File: src/hw/rtl/bgc_pkg.sv
// Shared constants, types and widths for the button gesture classifier.
// No dependencies; imported by every module of the block.
package bgc_pkg;

  // Widths of the fields and registers
  localparam int THR_W   = 7;
  localparam int LIM_W   = 7;
  localparam int COUNT_W = 8;
  localparam int KIND_W  = 2;
  localparam int CFG_INDEX_W = 1;
  localparam int CFG_DATA_W  = 7;
  localparam int IN_TDATA_W  = 8;
  localparam int OUT_TDATA_W = 8;

  // Defaults
  localparam int DEFAULT_NUM_BUTTONS = 2;
  localparam logic [THR_W-1:0] THR_RESET = 7'd5;
  localparam logic [LIM_W-1:0] LIM_RESET = 7'd125;

  // Register indexes
  localparam logic [CFG_INDEX_W-1:0] REG_PRESS_THRESHOLD = 1'd0;
  localparam logic [CFG_INDEX_W-1:0] REG_COUNT_LIMIT     = 1'd1;

  // Gesture codes
  localparam logic [KIND_W-1:0] KIND_PRESS          = 2'd0;
  localparam logic [KIND_W-1:0] KIND_TAP            = 2'd1;
  localparam logic [KIND_W-1:0] KIND_DOUBLE_TAP     = 2'd2;
  localparam logic [KIND_W-1:0] KIND_TAP_THEN_PRESS = 2'd3;

  // Decision of the classifier for one sample
  typedef struct packed {
    logic signed [COUNT_W-1:0] count_next;
    logic                      pending_next;
    logic                      fire;
    logic [KIND_W-1:0]         kind;
  } bgc_decision_t;

endpackage

File: src/hw/rtl/bgc_classify.sv
// Per-sample decision logic: next run count, next tap flag and gesture.
// Depends on bgc_pkg.
module bgc_classify import bgc_pkg::*; (
  input  logic                      pressed,
  input  logic signed [COUNT_W-1:0] count,
  input  logic                      pending,
  input  logic [THR_W-1:0]          press_threshold,
  input  logic [LIM_W-1:0]          count_limit,
  output bgc_decision_t             decision
);

  // One extra bit keeps count +/- 1 and the negated bounds in range
  logic signed [COUNT_W:0] c_ext;
  logic signed [COUNT_W:0] thr_ext;
  logic signed [COUNT_W:0] lim_ext;
  logic signed [COUNT_W:0] c_up;
  logic signed [COUNT_W:0] c_down;

  assign c_ext   = (COUNT_W+1)'(count);
  assign thr_ext = $signed({2'b00, press_threshold});
  assign lim_ext = $signed({2'b00, count_limit});

  // Restart a negative count on press, then step
  assign c_up   = ((c_ext < 0) ? '0 : c_ext) + 9'sd1;
  assign c_down = c_ext - 9'sd1;

  always_comb begin
    decision.count_next   = count;
    decision.pending_next = pending;
    decision.fire         = 1'b0;
    decision.kind         = KIND_PRESS;
    if (pressed) begin
      // Held: count up, saturate at the limit
      decision.count_next = (c_up > lim_ext) ? COUNT_W'(lim_ext) : COUNT_W'(c_up);
    end else if (c_ext > 0) begin
      // Release after a hold
      if (pending) begin
        decision.pending_next = 1'b0;
        decision.count_next   = '0;
        decision.fire         = 1'b1;
        decision.kind         = (c_ext < thr_ext) ? KIND_DOUBLE_TAP : KIND_TAP_THEN_PRESS;
      end else if (c_ext >= thr_ext) begin
        decision.count_next = '0;
        decision.fire       = 1'b1;
        decision.kind       = KIND_PRESS;
      end else begin
        decision.pending_next = 1'b1;
        decision.count_next   = -8'sd1;
      end
    end else begin
      // Continued release: count down to -limit, or fire an armed tap
      if (pending && ((c_down < -lim_ext ? -lim_ext : c_down) <= -thr_ext)) begin
        decision.pending_next = 1'b0;
        decision.count_next   = '0;
        decision.fire         = 1'b1;
        decision.kind         = KIND_TAP;
      end else begin
        decision.count_next = (c_down < -lim_ext) ? COUNT_W'(-lim_ext) : COUNT_W'(c_down);
      end
    end
  end

endmodule

File: src/hw/rtl/button_gesture_classifier_top.sv
// Top level of the button gesture classifier: input stage, per-button state,
// result register and configuration registers. Depends on bgc_pkg, bgc_classify.

// Each scan sample (button number, active-high level) is taken into an input
// register and classified from there in a single read-modify-write of that
// button's run count and tap flag; a gesture, if any, is loaded into the result
// register as the sample leaves the input register. The block takes one
// sample every cycle: the only limit is the result register, and a sample
// that yields a gesture waits in the input stage while an earlier result has
// not been taken. Samples for a button number at or above NUM_BUTTONS are
// dropped without effect. State is cleared at reset; there is no clearing
// pass. Configuration is always ready and should be written only while the
// block is idle.
module button_gesture_classifier_top import bgc_pkg::*; #(
  parameter int NUM_BUTTONS = DEFAULT_NUM_BUTTONS
) (
  input  logic                   clk,
  input  logic                   rst,
  // Input stream
  input  logic                   s_axis_tvalid,
  output logic                   s_axis_tready,
  input  logic [IN_TDATA_W-1:0]  s_axis_tdata,   // [0] button_index, [1] pressed, rest zero
  // Result stream
  output logic                   m_axis_tvalid,
  input  logic                   m_axis_tready,
  output logic [OUT_TDATA_W-1:0] m_axis_tdata,   // [0] event_button, [2:1] event_kind, rest 0
  // Configuration writes
  input  logic                   cfg_valid,
  output logic                   cfg_ready,
  input  logic [CFG_INDEX_W-1:0] cfg_index,
  input  logic [CFG_DATA_W-1:0]  cfg_data
);

  // Only buttons reachable by a one-bit number get storage
  localparam int STORE_DEPTH = (NUM_BUTTONS < 2) ? NUM_BUTTONS : 2;

  logic [THR_W-1:0] press_threshold;
  logic [LIM_W-1:0] count_limit;

  logic signed [COUNT_W-1:0] run_count [STORE_DEPTH];
  logic [STORE_DEPTH-1:0]    tap_pending;

  logic s1_valid;
  logic s1_button;
  logic s1_pressed;

  logic          in_range;
  logic          entry;
  logic          slot_free;
  logic          s1_advance;
  logic          out_load;
  bgc_decision_t decision;

  // Configuration registers
  assign cfg_ready = 1'b1;

  always_ff @(posedge clk) begin
    if (rst) begin
      press_threshold <= THR_RESET;
      count_limit     <= LIM_RESET;
    end else if (cfg_valid) begin
      case (cfg_index)
        REG_PRESS_THRESHOLD: press_threshold <= cfg_data;
        REG_COUNT_LIMIT:     count_limit     <= cfg_data;
        default: ;
      endcase
    end
  end

  // Input stage: take a request whenever the stage is empty or moving on
  assign slot_free     = !m_axis_tvalid || m_axis_tready;
  assign s1_advance    = s1_valid && (!(in_range && decision.fire) || slot_free);
  assign s_axis_tready = !s1_valid || s1_advance;

  always_ff @(posedge clk) begin
    if (rst) begin
      s1_valid <= 1'b0;
    end else if (s_axis_tready) begin
      s1_valid <= s_axis_tvalid;
    end
  end

  always_ff @(posedge clk) begin
    if (s_axis_tvalid && s_axis_tready) begin
      s1_button  <= s_axis_tdata[0];
      s1_pressed <= s_axis_tdata[1];
    end
  end

  // Look up the button's state
  assign in_range = (32'(s1_button) < NUM_BUTTONS);
  assign entry    = (STORE_DEPTH > 1) ? s1_button : 1'b0;

  bgc_classify u_classify (
    .pressed         (s1_pressed),
    .count           (run_count[entry]),
    .pending         (tap_pending[entry]),
    .press_threshold (press_threshold),
    .count_limit     (count_limit),
    .decision        (decision)
  );

  // Write back the button's state when the sample leaves the stage
  always_ff @(posedge clk) begin
    if (rst) begin
      for (int i = 0; i < STORE_DEPTH; i++) begin
        run_count[i] <= '0;
      end
      tap_pending <= '0;
    end else if (s1_advance && in_range) begin
      run_count[entry]   <= decision.count_next;
      tap_pending[entry] <= decision.pending_next;
    end
  end

  // Result register
  assign out_load = s1_advance && in_range && decision.fire;

  always_ff @(posedge clk) begin
    if (rst) begin
      m_axis_tvalid <= 1'b0;
    end else if (out_load) begin
      m_axis_tvalid <= 1'b1;
    end else if (m_axis_tready) begin
      m_axis_tvalid <= 1'b0;
    end
  end

  always_ff @(posedge clk) begin
    if (out_load) begin
      m_axis_tdata <= {{(OUT_TDATA_W-1-KIND_W){1'b0}}, decision.kind, s1_button};
    end
  end

endmodule

File: config.mk
export PLATFORM = sky130hd
export DESIGN_NAME = button_gesture_classifier_top
export DESIGN_NICKNAME = d
export VERILOG_FILES = /design/src/hw/rtl/bgc_pkg.sv /design/src/hw/rtl/bgc_classify.sv /design/src/hw/rtl/button_gesture_classifier_top.sv
export SDC_FILE = /design/constraint.sdc
export NUM_CORES = 1
export LEC_CHECK = 0
export ABC_AREA = 1
export BUFFER_PORTS_ARGS = -buffer_cell sky130_fd_sc_hd__buf_4
export CAP_MARGIN = 10
export CORE_AREA = 4 4 92 94
export CTS_BUF_LIST = sky130_fd_sc_hd__clkbuf_16
export DETAILED_ROUTE_END_ITERATION = 6
export DIE_AREA = 0 0 96 98
export HOLD_SLACK_MARGIN = 0.1
export PLACE_DENSITY_LB_ADDON = 0.08
export SYNTH_ARGS = -nofsm -noshare
export SYNTH_HDL_FRONTEND = slang
export SYNTH_SLANG_ARGS = --single-unit
File: constraint.sdc
create_clock -name clk -period 12 [get_ports clk]
set_input_delay 1.8 -clock clk [delete_from_list [all_inputs] [get_ports clk]]
set_output_delay 1.8 -clock clk [all_outputs]
set_load 0.1 [all_outputs]
==> After elaboration in Yosys (flattened, before gate mapping) <==
Memory sizes are Yosys's and may differ from the RTL's. A register that Yosys moved wholly into a read port is not among the register bits.
Index checks and enable logic that the tools add are counted.
{ "totals": {"ff_bits": 23, "latchBits": 0, "ram_bits": 16, "mem_bits_ro": 0, "in_bits": 21, "output_inout_bits": 11, "mem_count": 1} }
{ "mem_list": {"columns": ["memory", "depth", "width", "read_ports", "rd_ports_with_merged_regs", "wr", "line_no", "source"], "rows": [
  ["run_count", 2, 8, 1, 1, 2, "button_gesture_classifier_top.sv:40", "logic signed [COUNT_W-1:0] run_count [STORE_DEPTH];"]
]} }
{ "classes": {"addsub": 4, "n_mul": 0, "div_mod_pow": 0, "order_cmp": 9, "eq_ne": 0, "n_shift": 0, "muxes": 30, "bitwise_logic": 1, "reduce_logical": 15} }
{ "ops": {"columns": ["op", "count"], "rows": [
  ["8-bit two-way mux", 6],
  ["12-bit two-way mux", 2],
  ["9-bit two-way mux", 2],
  ["7-bit negator with 9-bit output", 2],
  ["1-bit two-way mux", 15],
  ["9-bit by 1-bit adder with 9-bit output, second input constant", 1],
  ["9-bit by 8-bit > comparator with 1-bit output", 1],
  ["9-bit less-or-equal comparator", 1],
  ["9-bit less-than comparator", 1],
  ["8-bit by 2-bit subtractor with 9-bit output, second input constant", 1],
  ["8-bit >= comparator", 1],
  ["8-bit by 1-bit > comparator with 1-bit output, second input constant", 1],
  ["8-bit by 1-bit less-than comparator with 1-bit output, second input constant", 1],
  ["8-bit less-than comparator", 1],
  ["4-bit two-way mux", 2],
  ["8-bit OR reduction", 1],
  ["1-bit logical AND", 5],
  ["2-bit AND reduction", 2],
  ["1-bit logical NOT", 3],
  ["1-bit logical OR", 3],
  ["3-bit two-way mux", 1],
  ["2-bit bitwise mux", 1],
  ["1-bit by 2-bit less-than comparator with 1-bit output, second input constant", 1],
  ["2-bit nonzero test", 1],
  ["other kinds (3)", 3]
]} }

==> Depth between registers and ports, before layout <==
{ "depth": {"ltp_word": 16, "mapped_depth": 31} }

==> Cells and area by module <==
Synthesis repeated with hierarchy kept, for this count alone.
{ "hier_totals": {"hier_cells": 477, "hier_area_um2": 3543.4} }
{ "modules_own_cells": {"columns": ["module", "n_inst", "cells_per_inst", "area_per_inst_um2", "seq_area_each_um2"], "rows": [
  ["bgc_classify", 1, 315, 1844.3, 0.0],
  ["button_gesture_classifier_top", 1, 162, 1699.1, 1011.0]
]} }

==> Least setup slack after synthesis <==
Ideal clock, no wire load.
{ "synth_timing": {"path_type": "register to output", "from": "reg with a tool-made name", "to": "out s_axis_tready", "t_arrival_ns": 4.169, "required_ns": 10.200, "setup_slack_ns": 6.031, "path_stages_with_launch": 25, "n_path_buf": 1, "cell_sequence": "dfxtp_1 > buf_6 > or2_2 > nand2_1 > ha_1 > nand2_1 > xor2_1 > inv_1 > ha_1 > a21oi_1 > nor3_1 > a211oi_1 > nand2_1 > nand2_2 > nand3_1 > and2_1 > ha_1 > a21oi_1 > nor2_1 > nor3_1 > o21ai_0 > nand2_1 > nand3_1 > nand2_4 > nand4_4"} }
{ "synth_lines": {"columns": ["item", "line_no", "source"], "rows": [
  ["end, declared", "button_gesture_classifier_top.sv:21", "output logic s_axis_tready,"]
]} }

==> metrics.log <==
INFO  metric postRouteAntennaNets = 0
INFO  metric achievable_frequency = 139 MHz
INFO  metric grt_antenna_before_repair = 0
INFO  metric start_kind = flop
INFO  metric synth-edff-count = 21
INFO  metric clock-sinks = 40
INFO  metric globalplace.congestion = 0.897
INFO  metric synth.lib_cells_used.distinct = 42
INFO  metric drt-vias-per-instance = 5.24
INFO  metric cts_repair_resize_count = 0
INFO  metric port_buffers = 19
INFO  metric finalHoldViolations = 0
INFO  metric synth_async_sr_flop_share = 0%
INFO  metric worst_clock_skew = 6.84 ps
INFO  metric global_route_wire_length_before_repair = 14.0 mm
INFO  metric drt_pre_antenna_iters = 5
INFO  metric grt_start_max_net_pins = 22
INFO  metric p_switching = 0.176 mW
INFO  metric area.growth.synth_to_final = 10.9%
INFO  metric numCtsBuffers = 5
INFO  metric rrSetupSlack = 6370 ps
INFO  metric critical_path.most_common_cell = sky130_fd_sc_hd__inv_2
INFO  metric post-cts-setup-buffer-count = 0
INFO  metric detail_route.drc_violations = 0
INFO  metric preCtsSetupSlack = 5150 ps
INFO  metric rows = 32
INFO  metric sw_share = 36.6%
INFO  metric worst-setup-path-type = reg -> out
INFO  metric finalWirelength = 8.65 mm
INFO  metric die_w = 96 um
INFO  metric synth-warning-count = 0
INFO  metric path_max_fanout = 14
INFO  metric worstSetupEndpointType = primary output
INFO  metric multi_input_comb_area = 2040 um^2
INFO  metric cts_max_level = 2
INFO  metric clk_pin_slew = 60 ps
INFO  metric synthesis.area = 3380 um^2
INFO  metric crit_chain = inv_2 > or2_1 > o21ai_2 > inv_2 > a31oi_2 > clkinv_2 > ha_1 > inv_2 > nor3_1 > a211oi_1 > nand2_1 > nand2_2 > nand3_1 > and2_1 > ha_1 > a21oi_1 > o21ai_0 > nor2_1 > o21ai_0 > nand2_1 > nand3_1 > nand2_4 > nand4_4 > buf_4
INFO  metric antenna_diode_count = 0
INFO  metric core = 7650 um^2
INFO  metric post_route_cells_drive_above_1_share = 14.4%
INFO  metric max_capacitance_violation_count = 0
INFO  metric num_vias = 3011
INFO  metric synth.yosys.seq_area_share = 29.9%
INFO  metric finalMaxSlewViolations = 0
INFO  metric power.share.clock = 32.8%
INFO  metric first_iter_violations = 208
INFO  metric tritoncts = yes
INFO  metric worstMarginPinSlew = 678 ps
INFO  metric yosys_register_bits = 40
INFO  metric power.combinational.fraction = 34.3%
INFO  metric cell_at_the_root_of_the_clock_tree = sky130_fd_sc_hd__clkbuf_16
INFO  metric slew_headroom = 54.3%
INFO  metric crit_family = simple AND/OR/NAND/NOR gates
INFO  metric initial_core_util = 44.2%
INFO  metric vdd_drop_max = 82.9 uV
INFO  metric chipHeight = 98 um
INFO  metric leakage = 1.80 nW
INFO  metric timing.critical_path.arrival = 5410 ps
INFO  metric io-pin-count = 32
INFO  metric setup-violations-final = 0
INFO  metric netlist_instances = 454
INFO  metric regArea = 1010 um^2
INFO  metric detail_route.wl_per_cell = 15.0 um
INFO  metric cts_hold_buf = 0
INFO  metric clk-insertion-delay-late = 290 ps
INFO  metric summed_negative_setup_slack_over_all_endpoints = 0 ps
INFO  metric grtUsageTotal = 19.3%
INFO  metric unrepaired_setup_endpoints_after_global_routing = false
INFO  metric die_area = 9410 um^2
INFO  metric worst_ep_required_time = 10200 ps
INFO  metric power-per-cell-area = 128 nW/um^2
INFO  metric outcome = finished clean
INFO  metric timing.critical_path.slowest_stage_cell = sky130_fd_sc_hd__dfxtp_1
INFO  metric seqPwrFrac = 33.0%
INFO  metric fin_crit = 7210 ps
INFO  metric syn_avg_cell_area = 7.45 um^2
INFO  metric setup_ws = 4790 ps
INFO  metric cts_max_path_buffers = 2
INFO  metric filler_cell_count = 772
INFO  metric yosys_most_used_dff = sky130_fd_sc_hd__edfxtp_1
INFO  metric first_global_vias = 2766
INFO  metric power_report.internal_total = 0.305 mW
INFO  metric grt_overflow = 0
INFO  metric critical-path-max-stage-delay = 740 ps
INFO  metric min_period_over_period = 60.1%
INFO  metric nets = 527
INFO  metric crit_buf_inv = 5
INFO  metric dp_hpwl = 6.96 mm
INFO  metric min_delay_worst_type = reg -> reg
per-layer routing:
layer	part of all wire [%]	GRT usage (%)
met2	45	29.8
met5	0	0
met1	48	28.7
met4	1.1	4.05
met3	5.6	2.54
worst register-to-register path, delay by kind of cell (launching register included):
kind            cells  cell delay (ps)
buf+inv             4              680
compound gates      6             1140
simple gates       13             2010
flops               1              740
fa+ha+maj           2              710
Yosys cell counts, types with 2 or more instances:
cell type	n	area [um^2]
sky130_fd_sc_hd__a21oi_1	23	115
sky130_fd_sc_hd__and2_1	7	43.8
sky130_fd_sc_hd__buf_4	7	52.6
sky130_fd_sc_hd__buf_6	2	22.5
sky130_fd_sc_hd__clkbuf_1	2	7.51
sky130_fd_sc_hd__conb_1	2	7.51
sky130_fd_sc_hd__dfxtp_1	19	380
sky130_fd_sc_hd__edfxtp_1	21	631
sky130_fd_sc_hd__ha_1	34	425
sky130_fd_sc_hd__inv_1	59	221
sky130_fd_sc_hd__inv_2	8	30.0
sky130_fd_sc_hd__nand2_1	82	308
sky130_fd_sc_hd__nand2_2	6	37.5
sky130_fd_sc_hd__nand3_1	44	220
sky130_fd_sc_hd__nand4_1	5	31.3
sky130_fd_sc_hd__nand4_2	2	25.0
sky130_fd_sc_hd__nor2_1	34	128
sky130_fd_sc_hd__nor2_2	4	25.0
sky130_fd_sc_hd__nor3_1	11	55.1
sky130_fd_sc_hd__o211ai_1	11	82.6
sky130_fd_sc_hd__o21ai_0	21	105
sky130_fd_sc_hd__o21ai_1	4	20.0
sky130_fd_sc_hd__o21ai_2	6	52.6
sky130_fd_sc_hd__or2_1	3	18.8
sky130_fd_sc_hd__or2_2	5	31.3
sky130_fd_sc_hd__xor2_1	16	140
power by group through the flow:
stage               registers, mW  logic (mW)  clock network, mW
CTS                         0.159       0.164              0.158
global placement            0.162       0.161                  0
global route                0.160       0.186              0.165
detailed placement          0.162       0.163                  0
finish                      0.159       0.165              0.158
floorplan                   0.162       0.125                  0
flip-flops by register name, summed over array words and instances, names as in the netlist, named ones only:
name,count
count_limit,7
press_threshold,7
m_axis_tdata,3
run_count,16
s1_pressed,1
m_axis_tvalid,1
entry,1
tap_pending,2
s1_valid,1
cells by family (layout without fill, tap and decap cells):
logic type / count (synthesis) / after routing / share of synthesized area [%]
compound gates: 72 / 72 / 13.1
simple gates: 209 / 209 / 29.8
xor+xnor: 16 / 16 / 4.14
other cells: 2 / 6 / 0.222
buf+inv: 81 / 96 / 10.3
flops: 40 / 40 / 29.9
fa+ha+maj: 34 / 34 / 12.6
through the flow:
| stage | hold WS (ps) | instance area (um^2) | power [mW] | instances | utilization, % |
|---|---|---|---|---|---|
| final | 484 | 3750 | 0.481 | 575 | 49.0 |
| after global routing | 520 | 3750 | 0.511 | 575 | 49.0 |
| after CTS | 484 | 3750 | 0.482 | 575 | 49.0 |
| after detailed placement | 475 | 3580 | 0.325 | 567 | 46.8 |
| after global placement | 472 | 3580 | 0.322 | 567 | 46.8 |
| after floorplan | 450 | 3400 | 0.287 | 458 | - |
path summary, 6_finish.rpt:
check	from	to	cells after the start
setup / recovery	flop	s_axis_tready	24
hold reg to reg	tap_pending[0]	tap_pending[0]	2
setup reg to reg	flop	run_count[1][0]	25
hold / removal	tap_pending[0]	tap_pending[0]	2
cell usage in the layout, fill, tap and decap left out, types with 2 or more instances in the layout:
master,instances
sky130_fd_sc_hd__nand2_1,82
sky130_fd_sc_hd__inv_1,59
sky130_fd_sc_hd__nand3_1,44
sky130_fd_sc_hd__nor2_1,34
sky130_fd_sc_hd__ha_1,34
sky130_fd_sc_hd__a21oi_1,23
sky130_fd_sc_hd__o21ai_0,21
sky130_fd_sc_hd__edfxtp_1,21
sky130_fd_sc_hd__dfxtp_1,19
sky130_fd_sc_hd__buf_4,19
sky130_fd_sc_hd__xor2_1,16
sky130_fd_sc_hd__nor3_1,11
sky130_fd_sc_hd__o211ai_1,11
sky130_fd_sc_hd__inv_2,8
sky130_fd_sc_hd__and2_1,7
sky130_fd_sc_hd__o21ai_2,6
sky130_fd_sc_hd__nand2_2,6
sky130_fd_sc_hd__conb_1,6
sky130_fd_sc_hd__or2_2,5
sky130_fd_sc_hd__nand4_1,5
sky130_fd_sc_hd__clkbuf_16,5
sky130_fd_sc_hd__nor2_2,4
sky130_fd_sc_hd__o21ai_1,4
sky130_fd_sc_hd__or2_1,3
sky130_fd_sc_hd__nand4_2,2
cell type report:
class	count	share of cell area, %
clock inverters	3	1.23
flip-flops and latches	40	27.0
well taps	102	3.40
clock buffers	5	3.34
repair buffers	19	3.80
multi-input cells	337	54.3
inverters	69	6.94
No activity file was read; power rests on OpenSTA's default activity.
